## config.mk

```make
export PLATFORM = sky130hd
export DESIGN_NAME = drive_command_mux_pwm
export DESIGN_NICKNAME = d
export VERILOG_FILES = /design/src/rtl/dcm_pkg.sv /design/src/rtl/dcm_div.sv /design/src/rtl/dcm_dp.sv /design/src/rtl/dcm_ctrl.sv /design/src/rtl/drive_command_mux_pwm.sv
export SDC_FILE = /design/constraint.sdc
export NUM_CORES = 2
export LEC_CHECK = 0
export BUFFER_PORTS_ARGS = -buffer_cell sky130_fd_sc_hd__buf_2
export CAP_MARGIN = 0
export CORE_UTILIZATION = 40
export CTS_CLUSTER_SIZE = 20
export DETAILED_ROUTE_END_ITERATION = 16
export GPL_ROUTABILITY_DRIVEN = 0
export SETUP_SLACK_MARGIN = 0.2
export SLEW_MARGIN = 20
export SYNTH_ARGS = -nofsm -noshare
export SYNTH_HDL_FRONTEND = slang
export SYNTH_HIERARCHICAL = 1
export SYNTH_SLANG_ARGS = --single-unit
export TNS_END_PERCENT = 50
```

## constraint.sdc

```tcl
create_clock -name clk -period 9.8 [get_ports clk]
set_clock_uncertainty 0.2 [all_clocks]
set_input_delay 0.98 -clock clk [delete_from_list [all_inputs] [get_ports clk]]
set_output_delay 0.98 -clock clk [all_outputs]
set_load 0.02 [all_outputs]
```

## src/rtl/dcm_pkg.sv

```systemverilog
// shared types, constants and helpers for the drive command mux
package dcm_pkg;

  localparam int unsigned SilenceLimitDef = 40;
  localparam int unsigned CountCapDef     = 10000;
  localparam int unsigned SIL_W           = 14;
  localparam int unsigned DIV_NUM_W       = 28;
  localparam int unsigned DIV_DEN_W       = 13;
  localparam int unsigned DIV_CNT_W       = 5;

  localparam logic signed [15:0] JOY_EDGE  = 16'sd3276;
  localparam logic signed [15:0] JOY_FORCE = 16'sd3277;
  localparam logic signed [15:0] THR_CAP   = 16'sd7045;

  typedef enum logic [2:0] {
    OP_PLANNER  = 3'd0,
    OP_WAYPOINT = 3'd1,
    OP_JOY      = 3'd2,
    OP_STEER_FB = 3'd3,
    OP_THR_FB   = 3'd4,
    OP_RUNSTOP  = 3'd5,
    OP_AUTOMAN  = 3'd6,
    OP_UNUSED   = 3'd7
  } dcm_op_t;

  typedef enum logic [1:0] {
    SRC_NONE     = 2'd0,
    SRC_PLANNER  = 2'd1,
    SRC_WAYPOINT = 2'd2,
    SRC_JOY      = 2'd3
  } dcm_src_t;

  typedef enum logic [1:0] {
    CMDR_PLANNER  = 2'd0,
    CMDR_WAYPOINT = 2'd1,
    CMDR_JOY      = 2'd2
  } dcm_cmdr_t;

  typedef enum logic [2:0] {
    CFG_STEER_SCALE  = 3'd0,
    CFG_THR_SCALE    = 3'd1,
    CFG_STEER_CENTER = 3'd2,
    CFG_THR_CENTER   = 3'd3,
    CFG_THR_PWM_MAX  = 3'd4,
    CFG_THR_PWM_MIN  = 3'd5,
    CFG_MAX_THROTTLE = 3'd6,
    CFG_STEER_TRIM   = 3'd7
  } dcm_cfg_idx_t;

  typedef enum logic [3:0] {
    S_IDLE, S_DECODE, S_MUL, S_PWM, S_DIVS, S_DIVS_W, S_DIVT, S_DIVT_W, S_OUT
  } dcm_state_t;

  typedef struct packed {
    logic [2:0]         operation;
    logic signed [15:0] cmd_steering;
    logic signed [15:0] cmd_throttle;
    logic               sender_matches;
    logic [11:0]        feedback_pwm;
    logic               flag_value;
  } dcm_in_t;

  typedef struct packed {
    logic [11:0]        steer_pwm;
    logic [11:0]        throttle_pwm;
    logic [1:0]         commander;
    logic               autonomous_enabled;
    logic               motion_enabled;
    logic signed [15:0] steer_feedback;
    logic signed [15:0] throttle_feedback;
  } dcm_out_t;

  typedef struct packed {
    logic load_in;
    logic upd;
    logic select;
    logic mul;
    logic pwm;
    logic div_start;
    logic div_sel;
    logic load_out;
  } dcm_cmd_t;

  typedef struct packed {
    logic is_joy;
    logic div_done;
    logic out_full;
  } dcm_stat_t;

  function automatic logic signed [15:0] neg16(input logic signed [15:0] v);
    logic signed [15:0] r;
    if (v == 16'sh8000) r = 16'sh7fff;
    else r = -v;
    return r;
  endfunction

  // divide by 2^14, round to nearest, ties away from zero
  function automatic logic signed [15:0] rnd14(input logic signed [28:0] p);
    logic [28:0] mag;
    logic [28:0] q;
    mag = p[28] ? 29'(-p) : 29'(p);
    q   = (mag + 29'd8192) >> 14;
    return p[28] ? 16'(-q) : 16'(q);
  endfunction

  function automatic logic [11:0] sat12(input logic signed [17:0] v);
    logic [11:0] r;
    if (v < 18'sd0) r = 12'd0;
    else if (v > 18'sd4095) r = 12'd4095;
    else r = v[11:0];
    return r;
  endfunction

endpackage

```

## src/rtl/dcm_div.sv

```systemverilog
// restoring divider, one quotient bit per cycle
module dcm_div import dcm_pkg::*; (
  input  logic                 clk,
  input  logic                 rst_n,
  input  logic                 start,
  input  logic [DIV_NUM_W-1:0] num,
  input  logic [DIV_DEN_W-1:0] den,
  output logic                 done,
  output logic [DIV_NUM_W-1:0] quo
);

  logic                 busy_r, busy_nxt;
  logic                 done_r, done_nxt;
  logic [DIV_CNT_W-1:0] cnt_r, cnt_nxt;
  logic [DIV_DEN_W-1:0] rem_r, rem_nxt;
  logic [DIV_NUM_W-1:0] quo_r, quo_nxt;
  logic [DIV_DEN_W-1:0] den_r, den_nxt;
  logic [DIV_DEN_W:0]   trial;
  logic                 ge;

  always_comb begin
    trial    = {rem_r, quo_r[DIV_NUM_W-1]};
    ge       = trial >= {1'b0, den_r};
    busy_nxt = busy_r;
    done_nxt = 1'b0;
    cnt_nxt  = cnt_r;
    rem_nxt  = rem_r;
    quo_nxt  = quo_r;
    den_nxt  = den_r;
    if (start) begin
      busy_nxt = 1'b1;
      cnt_nxt  = DIV_CNT_W'(DIV_NUM_W - 1);
      rem_nxt  = '0;
      quo_nxt  = num;
      den_nxt  = den;
    end else if (busy_r) begin
      rem_nxt = ge ? DIV_DEN_W'(trial - {1'b0, den_r}) : trial[DIV_DEN_W-1:0];
      quo_nxt = {quo_r[DIV_NUM_W-2:0], ge};
      cnt_nxt = cnt_r - 1'b1;
      if (cnt_r == '0) begin
        busy_nxt = 1'b0;
        done_nxt = 1'b1;
      end
    end
  end

  always_ff @(posedge clk) begin
    if (!rst_n) begin
      busy_r <= 1'b0;
      done_r <= 1'b0;
      cnt_r  <= '0;
    end else begin
      busy_r <= busy_nxt;
      done_r <= done_nxt;
      cnt_r  <= cnt_nxt;
    end
    rem_r <= rem_nxt;
    quo_r <= quo_nxt;
    den_r <= den_nxt;
  end

  assign done = done_r;
  assign quo  = quo_r;

endmodule

```

## src/rtl/dcm_dp.sv

```systemverilog
// datapath: source selection state, pwm mapping and feedback scaling
module dcm_dp import dcm_pkg::*; #(
  parameter int unsigned SILENCE_LIMIT = SilenceLimitDef,
  parameter int unsigned COUNT_CAP     = CountCapDef
) (
  input  logic      clk,
  input  logic      rst_n,
  input  dcm_cmd_t  cmd,
  output dcm_stat_t stat,
  input  dcm_in_t   in_data,
  output logic      out_valid,
  input  logic      out_ready,
  output dcm_out_t  out_data,
  input  logic      cfg_we,
  input  logic [2:0]  cfg_index,
  input  logic [15:0] cfg_data
);

  logic signed [11:0] steer_scale_r, thr_scale_r;
  logic [11:0]        steer_center_r, thr_center_r, thr_max_r, thr_min_r;
  logic [14:0]        max_thr_r;
  logic signed [15:0] steer_trim_r;

  dcm_in_t            in_r;
  dcm_src_t           src_r, src_nxt;
  logic signed [15:0] pl_s_r, pl_t_r, wp_s_r, wp_t_r, held_s_r, held_t_r;
  logic [SIL_W-1:0]   sil_r, sil_nxt;
  logic [11:0]        sfb_r, tfb_r;
  logic               automan_r, runstop_r;
  dcm_cmdr_t          cmdr_r, cmdr_nxt;

  logic signed [15:0] hs, ht, np_t;
  logic signed [16:0] mt17, neg_mt17, np17;

  logic signed [16:0] ssum;
  logic signed [28:0] prod_s_c, prod_t_c, prod_s_r, prod_t_r;
  logic signed [17:0] spwm, tpwm;
  logic [11:0]        steer_pwm_r, thr_pwm_r;

  logic [11:0]        fb_pwm, fb_center;
  logic signed [11:0] fb_scale;
  logic signed [12:0] diff;
  logic [11:0]        an, ad;
  logic [DIV_NUM_W-1:0] div_num, div_quo;
  logic [DIV_DEN_W-1:0] div_den;
  logic               div_done;
  logic signed [15:0] fb_norm;
  logic signed [15:0] sfbn_r, tfbn_r;

  dcm_out_t out_r;
  logic     out_valid_r, out_valid_nxt;

  // source selection for a joystick word
  always_comb begin
    hs       = held_s_r;
    ht       = held_t_r;
    src_nxt  = src_r;
    np_t     = neg16(pl_t_r);
    np17     = {np_t[15], np_t};
    mt17     = signed'({2'b00, max_thr_r});
    neg_mt17 = -mt17;
    if (src_r == SRC_PLANNER) begin
      hs = neg16(pl_s_r);
      if (np17 > mt17) ht = mt17[15:0];
      else if (np17 < neg_mt17) ht = neg_mt17[15:0];
      else ht = np_t;
    end else if (src_r == SRC_WAYPOINT) begin
      hs = wp_s_r;
      ht = wp_t_r;
    end
    if (src_r == SRC_PLANNER || src_r == SRC_WAYPOINT) begin
      if (in_r.cmd_throttle > JOY_EDGE) ht = JOY_FORCE;
      if (in_r.cmd_throttle < -JOY_EDGE) ht = -JOY_FORCE;
    end
    if (sil_r > SIL_W'(SILENCE_LIMIT)) begin
      hs      = in_r.cmd_steering;
      ht      = neg16(in_r.cmd_throttle);
      src_nxt = SRC_JOY;
    end
    if (ht > THR_CAP) ht = THR_CAP;
    case (src_nxt)
      SRC_WAYPOINT: cmdr_nxt = CMDR_WAYPOINT;
      SRC_PLANNER: begin
        cmdr_nxt = CMDR_PLANNER;
        src_nxt  = SRC_NONE;
      end
      default: cmdr_nxt = CMDR_JOY;
    endcase
    sil_nxt = (sil_r < SIL_W'(COUNT_CAP)) ? sil_r + 1'b1 : sil_r;
  end

  assign ssum     = {held_s_r[15], held_s_r} + {steer_trim_r[15], steer_trim_r};
  assign prod_s_c = $signed({{17{steer_scale_r[11]}}, steer_scale_r})
                  * $signed({{12{ssum[16]}}, ssum});
  assign prod_t_c = $signed({{17{thr_scale_r[11]}}, thr_scale_r})
                  * $signed({{13{held_t_r[15]}}, held_t_r});

  always_comb begin
    logic signed [15:0] rs, rt;
    rs   = rnd14(prod_s_r);
    rt   = rnd14(prod_t_r);
    spwm = signed'({6'b0, steer_center_r}) + {{2{rs[15]}}, rs};
    tpwm = signed'({6'b0, thr_center_r}) + {{2{rt[15]}}, rt};
    if (tpwm > signed'({6'b0, thr_max_r})) tpwm = signed'({6'b0, thr_max_r});
    else if (tpwm < signed'({6'b0, thr_min_r})) tpwm = signed'({6'b0, thr_min_r});
  end

  // feedback division setup and saturation
  always_comb begin
    fb_pwm    = cmd.div_sel ? tfb_r : sfb_r;
    fb_center = cmd.div_sel ? thr_center_r : steer_center_r;
    fb_scale  = cmd.div_sel ? thr_scale_r : steer_scale_r;
    diff      = signed'({1'b0, fb_pwm}) - signed'({1'b0, fb_center});
    an        = diff[12] ? 12'(-diff) : diff[11:0];
    ad        = fb_scale[11] ? 12'(-fb_scale) : 12'(fb_scale);
    div_num   = {1'b0, an, 15'b0} + DIV_NUM_W'(ad);
    div_den   = {ad, 1'b0};
    if (fb_scale == 12'sd0) begin
      if (diff > 13'sd0) fb_norm = 16'sh7fff;
      else if (diff < 13'sd0) fb_norm = 16'sh8000;
      else fb_norm = 16'sd0;
    end else if (diff[12] ^ fb_scale[11]) begin
      if (div_quo > DIV_NUM_W'(32768)) fb_norm = 16'sh8000;
      else fb_norm = 16'(-div_quo);
    end else begin
      if (div_quo > DIV_NUM_W'(32767)) fb_norm = 16'sh7fff;
      else fb_norm = div_quo[15:0];
    end
  end

  dcm_div u_div (
    .clk   (clk),
    .rst_n (rst_n),
    .start (cmd.div_start),
    .num   (div_num),
    .den   (div_den),
    .done  (div_done),
    .quo   (div_quo)
  );

  always_comb begin
    out_valid_nxt = out_valid_r;
    if (cmd.load_out) out_valid_nxt = 1'b1;
    else if (out_ready) out_valid_nxt = 1'b0;
  end

  always_ff @(posedge clk) begin
    if (!rst_n) begin
      steer_scale_r  <= 12'sd500;
      thr_scale_r    <= 12'sd500;
      steer_center_r <= 12'd1500;
      thr_center_r   <= 12'd1500;
      thr_max_r      <= 12'd1600;
      thr_min_r      <= 12'd1250;
      max_thr_r      <= 15'd16384;
      steer_trim_r   <= 16'sd0;
    end else if (cfg_we) begin
      case (cfg_index)
        CFG_STEER_SCALE:  steer_scale_r  <= cfg_data[11:0];
        CFG_THR_SCALE:    thr_scale_r    <= cfg_data[11:0];
        CFG_STEER_CENTER: steer_center_r <= cfg_data[11:0];
        CFG_THR_CENTER:   thr_center_r   <= cfg_data[11:0];
        CFG_THR_PWM_MAX:  thr_max_r      <= cfg_data[11:0];
        CFG_THR_PWM_MIN:  thr_min_r      <= cfg_data[11:0];
        CFG_MAX_THROTTLE: max_thr_r      <= cfg_data[14:0];
        CFG_STEER_TRIM:   steer_trim_r   <= cfg_data;
        default: ;
      endcase
    end
  end

  always_ff @(posedge clk) begin
    if (!rst_n) begin
      src_r       <= SRC_NONE;
      pl_s_r      <= '0;
      pl_t_r      <= '0;
      wp_s_r      <= '0;
      wp_t_r      <= '0;
      held_s_r    <= '0;
      held_t_r    <= '0;
      sil_r       <= '0;
      sfb_r       <= '0;
      tfb_r       <= '0;
      automan_r   <= 1'b0;
      runstop_r   <= 1'b0;
      out_valid_r <= 1'b0;
    end else begin
      out_valid_r <= out_valid_nxt;
      if (cmd.upd) begin
        case (in_r.operation)
          OP_PLANNER: begin
            pl_s_r <= in_r.cmd_steering;
            pl_t_r <= in_r.cmd_throttle;
            src_r  <= SRC_PLANNER;
            sil_r  <= '0;
          end
          OP_WAYPOINT: begin
            if (in_r.sender_matches) begin
              wp_s_r <= in_r.cmd_steering;
              wp_t_r <= in_r.cmd_throttle;
              src_r  <= SRC_WAYPOINT;
            end
            sil_r <= '0;
          end
          OP_STEER_FB: sfb_r     <= in_r.feedback_pwm;
          OP_THR_FB:   tfb_r     <= in_r.feedback_pwm;
          OP_RUNSTOP:  runstop_r <= in_r.flag_value;
          OP_AUTOMAN:  automan_r <= in_r.flag_value;
          default: ;
        endcase
      end else if (cmd.select) begin
        held_s_r <= hs;
        held_t_r <= ht;
        src_r    <= src_nxt;
        sil_r    <= sil_nxt;
      end
    end
  end

  always_ff @(posedge clk) begin
    if (cmd.load_in) in_r <= in_data;
    if (cmd.select) cmdr_r <= cmdr_nxt;
    if (cmd.mul) begin
      prod_s_r <= prod_s_c;
      prod_t_r <= prod_t_c;
    end
    if (cmd.pwm) begin
      steer_pwm_r <= sat12(spwm);
      thr_pwm_r   <= sat12(tpwm);
    end
    if (div_done) begin
      if (cmd.div_sel) tfbn_r <= fb_norm;
      else sfbn_r <= fb_norm;
    end
    if (cmd.load_out) begin
      out_r.steer_pwm          <= steer_pwm_r;
      out_r.throttle_pwm       <= thr_pwm_r;
      out_r.commander          <= cmdr_r;
      out_r.autonomous_enabled <= automan_r;
      out_r.motion_enabled     <= runstop_r;
      out_r.steer_feedback     <= sfbn_r;
      out_r.throttle_feedback  <= tfbn_r;
    end
  end

  assign stat.is_joy   = (in_r.operation == OP_JOY);
  assign stat.div_done = div_done;
  assign stat.out_full = out_valid_r && !out_ready;
  assign out_valid     = out_valid_r;
  assign out_data      = out_r;

endmodule

```

## src/rtl/dcm_ctrl.sv

```systemverilog
// controller state machine sequencing one word at a time
module dcm_ctrl import dcm_pkg::*; (
  input  logic      clk,
  input  logic      rst_n,
  input  logic      in_valid,
  output logic      in_ready,
  input  dcm_stat_t stat,
  output dcm_cmd_t  cmd
);

  dcm_state_t state_r, state_nxt;

  always_comb begin
    state_nxt = state_r;
    case (state_r)
      S_IDLE:   if (in_valid) state_nxt = S_DECODE;
      S_DECODE: state_nxt = stat.is_joy ? S_MUL : S_IDLE;
      S_MUL:    state_nxt = S_PWM;
      S_PWM:    state_nxt = S_DIVS;
      S_DIVS:   state_nxt = S_DIVS_W;
      S_DIVS_W: if (stat.div_done) state_nxt = S_DIVT;
      S_DIVT:   state_nxt = S_DIVT_W;
      S_DIVT_W: if (stat.div_done) state_nxt = S_OUT;
      S_OUT:    if (!stat.out_full) state_nxt = S_IDLE;
      default:  state_nxt = S_IDLE;
    endcase
  end

  always_comb begin
    cmd      = '0;
    in_ready = 1'b0;
    case (state_r)
      S_IDLE: begin
        in_ready    = 1'b1;
        cmd.load_in = in_valid;
      end
      S_DECODE: begin
        cmd.select = stat.is_joy;
        cmd.upd    = !stat.is_joy;
      end
      S_MUL:    cmd.mul = 1'b1;
      S_PWM:    cmd.pwm = 1'b1;
      S_DIVS:   cmd.div_start = 1'b1;
      S_DIVS_W: ;
      S_DIVT: begin
        cmd.div_start = 1'b1;
        cmd.div_sel   = 1'b1;
      end
      S_DIVT_W: cmd.div_sel = 1'b1;
      S_OUT:    cmd.load_out = !stat.out_full;
      default: ;
    endcase
  end

  always_ff @(posedge clk) begin
    if (!rst_n) state_r <= S_IDLE;
    else state_r <= state_nxt;
  end

  a_div_done_waiting: assert property (@(posedge clk) disable iff (!rst_n)
    stat.div_done |-> (state_r == S_DIVS_W || state_r == S_DIVT_W))
    else $error("divider finished outside a wait state");

  a_accept_decodes: assert property (@(posedge clk) disable iff (!rst_n)
    (in_valid && in_ready) |=> state_r == S_DECODE)
    else $error("accepted word not decoded");

  a_load_out_free: assert property (@(posedge clk) disable iff (!rst_n)
    cmd.load_out |-> !stat.out_full)
    else $error("result overwritten while stalled");

endmodule

```

## src/rtl/drive_command_mux_pwm.sv

```systemverilog
// drive command mux: source arbitration and servo pwm mapping, top level
//
// in channel (in_valid/in_ready/in_data) takes one word per operation:
// planner, waypoint and joystick commands, feedback pwm and flags.
// only a joystick word gives a result on the out channel.
// cfg channel writes one of eight registers by index; cfg_ready is always
// high, and writes belong while the block is idle.
// a non-joystick word is decoded and the block then returns to idle for
// the next word. a joystick word runs selection, multiply, pwm rounding,
// then two feedback divisions (28 quotient bits each) through one shared
// bit-serial divider; its result is loaded once the output is free, and no
// new word is taken before that.
// the result sits in an output register; the next word is accepted while
// it waits, and a later joystick result waits in its final state until the
// receiver takes the earlier one.
// reset (synchronous, rst_n low) loads register defaults, clears the stored
// commands, feedback and flags, the source, the silence count and the output valid.
module drive_command_mux_pwm import dcm_pkg::*; #(
  parameter int unsigned SILENCE_LIMIT = SilenceLimitDef,
  parameter int unsigned COUNT_CAP     = CountCapDef
) (
  input  logic        clk,
  input  logic        rst_n,
  input  logic        in_valid,
  output logic        in_ready,
  input  dcm_in_t     in_data,
  output logic        out_valid,
  input  logic        out_ready,
  output dcm_out_t    out_data,
  input  logic        cfg_valid,
  output logic        cfg_ready,
  input  logic [2:0]  cfg_index,
  input  logic [15:0] cfg_data
);

  dcm_cmd_t  cmd;
  dcm_stat_t stat;

  assign cfg_ready = 1'b1;

  dcm_ctrl u_ctrl (
    .clk      (clk),
    .rst_n    (rst_n),
    .in_valid (in_valid),
    .in_ready (in_ready),
    .stat     (stat),
    .cmd      (cmd)
  );

  dcm_dp #(
    .SILENCE_LIMIT (SILENCE_LIMIT),
    .COUNT_CAP     (COUNT_CAP)
  ) u_dp (
    .clk       (clk),
    .rst_n     (rst_n),
    .cmd       (cmd),
    .stat      (stat),
    .in_data   (in_data),
    .out_valid (out_valid),
    .out_ready (out_ready),
    .out_data  (out_data),
    .cfg_we    (cfg_valid && cfg_ready),
    .cfg_index (cfg_index),
    .cfg_data  (cfg_data)
  );

endmodule
```

## After elaboration in Yosys (flattened, before gate mapping)

Index checks and enable logic that the tools add are counted.

- Multipliers: 2
- Eq/ne operators: 35
- Bitwise gates (word level): 5
- Mux-type cells: 70
- Add/subtract/negate cells: 21
- $lt $le $gt $ge: 18
- Reduce and logical (&&, ||, !) cells: 41

Operators with widths:

| kind | number |
|---|---|
| $mux W16 | 23 |
| $mux W12 | 7 |
| $neg A16 Y16 | 4 |
| $add A29 B14 Y29 const B | 2 |
| $mux W29 | 2 |
| $neg A29 Y29 | 2 |
| $mux W14 | 4 |
| $mux W28 | 2 |
| $eq A16 B16 Y1 const B | 3 |
| $gt A18 B13 Y1 const B | 2 |
| $lt A18 B1 Y1 const B | 2 |
| $mux W18 | 2 |
| $pmux W4 S9 | 1 |
| $add A13 B16 Y17 | 2 |
| $neg A15 Y16 | 2 |
| $reduce_and A2 Y1 | 16 |
| $mul A12 B17 Y29 | 1 |
| $add A27 B12 Y28 | 1 |
| $gt A28 B15 Y1 const B | 1 |
| $gt A28 B16 Y1 const B | 1 |
| $mul A12 B16 Y28 | 1 |
| $neg A12 Y12 | 2 |
| $eq A3 B3 Y1 const B | 7 |
| $gt A18 B13 Y1 | 1 |
| other kinds (50) | 101 |

- Output and inout port bits: 63
- Register bits after elaboration: 531
- Word-level logic and storage cells: 241
- Bits of input ports: 73

## Depth between registers and ports, before layout

- Depth after elaboration: 12
- Gate-level depth with buffers: 39
- Depth with buffers taken out: 34

## Modules after synthesis

Netlist, hierarchy kept.

Modules (own cells, without submodules):

| module | seq. area each (sq um) | times used | area an instance (sq um) | cells an instance |
|---|---|---|---|---|
| dcm_dp | 11,571.1 | 1 | 40,649.0 | 4,516 |
| dcm_div | 1,631.6 | 1 | 3,179.3 | 274 |
| dcm_ctrl | 80.1 | 1 | 321.6 | 41 |
| drive_command_mux_pwm | 0.0 | 1 | 11.3 | 2 |

## Least setup slack after synthesis

No wires, ideal clock.

- Path kind: register -> register
- Start point: register u_dp.steer_trim_r[0]
- End point: register u_dp.prod_s_r[28] (data pin)
- Data arrival time: 7.354 ns
- Buffers on the path: 1
- Stages on the path, launching flop included: 29
- Slack: 1.982 ns
- Setup time: 0.264 ns
- Path through: dfxtp_1 ha_1 fa_1 a21o_1 a21oi_1 o21bai_1 a21oi_1 o21bai_1 a21oi_1 o21bai_1 a21oi_1 o21ai_0 a41oi_1 a31oi_1 clkbuf_1 nand2b_1 fa_1 inv_1 fa_1 inv_1 fa_1 fa_1 fa_1 inv_1 ha_1 and3_1 a311o_1 o31ai_1 xnor2_1

- Word-level cells in the longest chain between the ends: 2

RTL lines:

| element | line | source |
|---|---|---|
| from (decl) | dcm_dp.sv:22 | `logic signed [15:0] steer_trim_r;` |
| from (signal assigned) | dcm_dp.sv:166 | `CFG_STEER_TRIM: steer_trim_r <= cfg_data;` |
| $add A16 B16 Y17 | dcm_dp.sv:92 | `assign ssum = {held_s_r[15], held_s_r} + {steer_trim_r[15], steer_trim_r};` |
| $mul A12 B17 Y29 | dcm_dp.sv:94 | `* $signed({{12{ssum[16]}}, ssum});` |
| named net u_dp.prod_s_c[28] | dcm_dp.sv:36 | `logic signed [28:0] prod_s_c, prod_t_c, prod_s_r, prod_t_r;` |
| to (signal assigned) | dcm_dp.sv:224 | `prod_s_r <= prod_s_c;` |
| to (decl) | dcm_dp.sv:36 |  |

The timed path passes the listed nets, and every way through them passes these cells.
A chain may end at the register's enable or synchronous reset.

## Final worst setup path

Same ends and word-level chain as after synthesis.

==> flow_metrics.env <==
export IMPL_status="finished clean"
export IMPL_power_frac_seq_pct=42.8
export IMPL_synth_main_ff_cell="dfxtp_1"
export IMPL_die_h_um=334
export IMPL_cts_repair_resized=0
export IMPL_final_common_cell="nand2_1"
export IMPL_postCtsSetupRepairBufs=0
export IMPL_clockRootBuffer="clkbuf_16"
export IMPL_grt_max_degree=148
export IMPL_switching_share_pct=28.6
export IMPL_vias=33700
export IMPL_nNetsFinal=5538
export IMPL_ctsHoldBuffers=0
export IMPL_crit_path_top_delay_cell="fa_1"
export IMPL_syn_area_um2=44200
export IMPL_cts_path_max_buffers=3
export IMPL_core_um2=109000
export IMPL_cap_violations=0
export IMPL_hp_class="flop to flop"
export IMPL_ys_seq_elements=531
export IMPL_p_int_w=0.00414
export IMPL_design_area_um2=48200
export IMPL_drc=0
export IMPL_synth_largest_area_cell="edfxtp_1"
export IMPL_netSwitchingPower_w=0.00166
export IMPL_synth_top_area_share_pct=18.0
export IMPL_required_ps=9990
export IMPL_postPlaceCellArea_um2=46100
export IMPL_die_x_um=334
export IMPL_seq_area_frac_synth_pct=30.1
export IMPL_yosysWarnings=6
export IMPL_grt_pass1_wl_mm=188
export IMPL_fmax_mhz=118
export IMPL_regArea_um2=13300
export IMPL_area_delta_synth_final_pct=9.22
export IMPL_combPwrFrac_pct=16.4
export IMPL_ios=136
export IMPL_grt_pass1_vias=34000
export IMPL_power_total_w=0.00580
export IMPL_clockPowerShare_pct=40.8
export IMPL_overflow=0
export IMPL_slowest_delay_ps=780
export IMPL_min_period_ps=8500
export IMPL_relSlewSlack_pct=27.4
export IMPL_ys_async_sr_fraction_pct=0
export IMPL_multi_input_area_um2=27900
export IMPL_cp_start_kind="flop"
export IMPL_synth_area_top_cells="edfxtp_1 (18%), fa_1 (17%), dfxtp_1 (12%)"
export IMPL_rsz0062_at_grt="false"
export IMPL_start_util_pct=40.5
export IMPL_crit_fanout=12
export IMPL_setup_viol=0
export IMPL_critPathArrivalTime_ps=8690
export IMPL_ir_drop_mv=0.147
export IMPL_powerDensity_nw_per_um2=120
export IMPL_antenna_found_initial=5
export IMPL_cts_sinks=531
export IMPL_synthDistinctLibCells=109
export IMPL_crit_top_cell="fa_1"
export IMPL_viasPerCell=5.30
export IMPL_layout_drive_gt1_share_pct=8.68
export IMPL_numPortBuffers=134
export IMPL_cts_tree="built"
export IMPL_drtPass1Iterations=6
export IMPL_final_cell_mix="nand2_1 (840), inv_1 (541), fa_1 (371)"
export IMPL_core_rowCount=121
export IMPL_crit_path_end_kind="flop"
export IMPL_p_leak_nw=20.2
export IMPL_path_clk_slew_ps=60
export IMPL_maxSlewViolCount=0
export IMPL_critical_path_top_delay_family="adder cells"
export IMPL_grt_usage_pct=21.0
export IMPL_worst_setup_path_type="flop to flop"
export IMPL_fillCellCount=10600
export IMPL_routed_wl_mm=116
export IMPL_finalHoldViolCount=0
export IMPL_fin_crit_sh_pct=86.7
export IMPL_post_drt_wl_per_cell_um=18.2
export IMPL_syn_avg_cell_area_um2=9.14
export IMPL_synth_cells=4833
export IMPL_dr_first_iter_drc_count=2195
export IMPL_synth_edf_count=265
export IMPL_worst_path_buf_inv=3
export IMPL_insertion_delay_ps=670
export IMPL_fin_tns_setup_ps=0
export IMPL_cts_buffers=61
export IMPL_dieArea_um2=112000
export IMPL_htreeDepth=2
export IMPL_place_hpwl_mm=88.4
export IMPL_worst_pin_slew_ps=1080
export IMPL_postRouteAntennaNets=0
[kinds of logic (layout without fill, tap and decap cells)]
logic type / Yosys count / in the layout / synth area share [%]
xor gates and xnor gates: 235 / 235 / 4.71
DFF: 531 / 531 / 30.1
other: 2 / 7 / 0.0170
adders and majority gates: 630 / 630 / 24.2
muxes: 128 / 128 / 3.05
buffers and inverters: 794 / 843 / 6.94
and+or+nand+nor: 1690 / 1690 / 17.8
AOI/OAI and AO/OA: 823 / 823 / 13.2
[routing by layer]
layer  GRT usage [%]  wire length (um)  up-vias
li1                -                 -    16200
met1            28.0             52300    16600
met2            36.5             56600      724
met3            2.52              4830      127
met4            4.59              2220        2
met5               0                12        -
[flip-flops by register name, summed over array words and instances (netlist names), 13 cells and up]
name / cells
u_dp/out_data: 60
u_dp/in_r: 49
u_dp/prod_s_r: 29
u_dp/prod_t_r: 28
u_dp/u_div/quo: 28
u_dp/held_s_r: 16
u_dp/held_t_r: 16
u_dp/pl_s_r: 16
u_dp/pl_t_r: 16
u_dp/sfbn_r: 16
u_dp/steer_trim_r: 16
u_dp/tfbn_r: 16
u_dp/wp_s_r: 16
u_dp/wp_t_r: 16
u_dp/max_thr_r: 15
u_dp/sil_r: 14
u_dp/u_div/den_r: 13
u_dp/u_div/rem_r: 13
[worst paths after layout]
kind	cells past startpoint	to	slack [ps]	from
setup / recovery	27	u_dp/prod_s_r[28]	1300	u_dp/steer_trim_r[0]
hold / removal	0	u_dp/out_data[8]	220	u_dp/tfbn_r[8]
setup reg to reg	27	u_dp/prod_s_r[28]	1300	u_dp/steer_trim_r[0]
hold reg to reg	0	u_dp/out_data[8]	220	u_dp/tfbn_r[8]
[stage by stage]
stage	hold WS, ps	util [%]	cells	setup slack, ps
finish	217	44.2	6363	1300
detailed placement	205	42.3	6248	1300
global route	225	44.2	6362	646
global placement	202	42.2	6248	1430
floorplan	200	-	4837	1980
CTS	215	44.2	6362	1240
[worst reg2reg max path: cells and delay by family, from the launching register on]
family / cells / cell delay, ps
xor+xnor: 1 / 110
buf+inv: 3 / 240
fa+ha+maj: 8 / 4010
simple gates: 2 / 550
compound gates: 13 / 2820
flops: 1 / 310
[final cells by class]
cell class / count / share of cell area, %
multi-input combinational: 3512 / 57.8
sequential: 531 / 27.5
inverter: 543 / 4.23
tap: 1476 / 3.83
clock buffer: 80 / 3.61
timing repair buffer: 186 / 2.21
clock inverter: 34 / 0.747
antenna: 1 / 0.00519
[cell usage after synthesis (all sizes together) (83+ instances only)]
cell type and number:
a21boi 178, nor3 83, nor2 221, edfxtp 265, a21oi 151, fa 371, o21ai 144, inv 541
ha 259, nand2 841, clkbuf 216, and2 134, nand3 114, dfxtp 266, xnor2 162
[power groups by stage]
stage | logic (W) | clock network [W] | registers, W
2_1_floorplan | 0.000719 | 0 | 0.00250
5_1_grt | 0.00107 | 0.00251 | 0.00249
3_3_place_gp | 0.000936 | 0 | 0.00253
4_1_cts | 0.000955 | 0.00243 | 0.00248
6_report | 0.000953 | 0.00237 | 0.00248
3_5_place_dp | 0.000948 | 0 | 0.00253
Power figures use the tool's default switching activity.
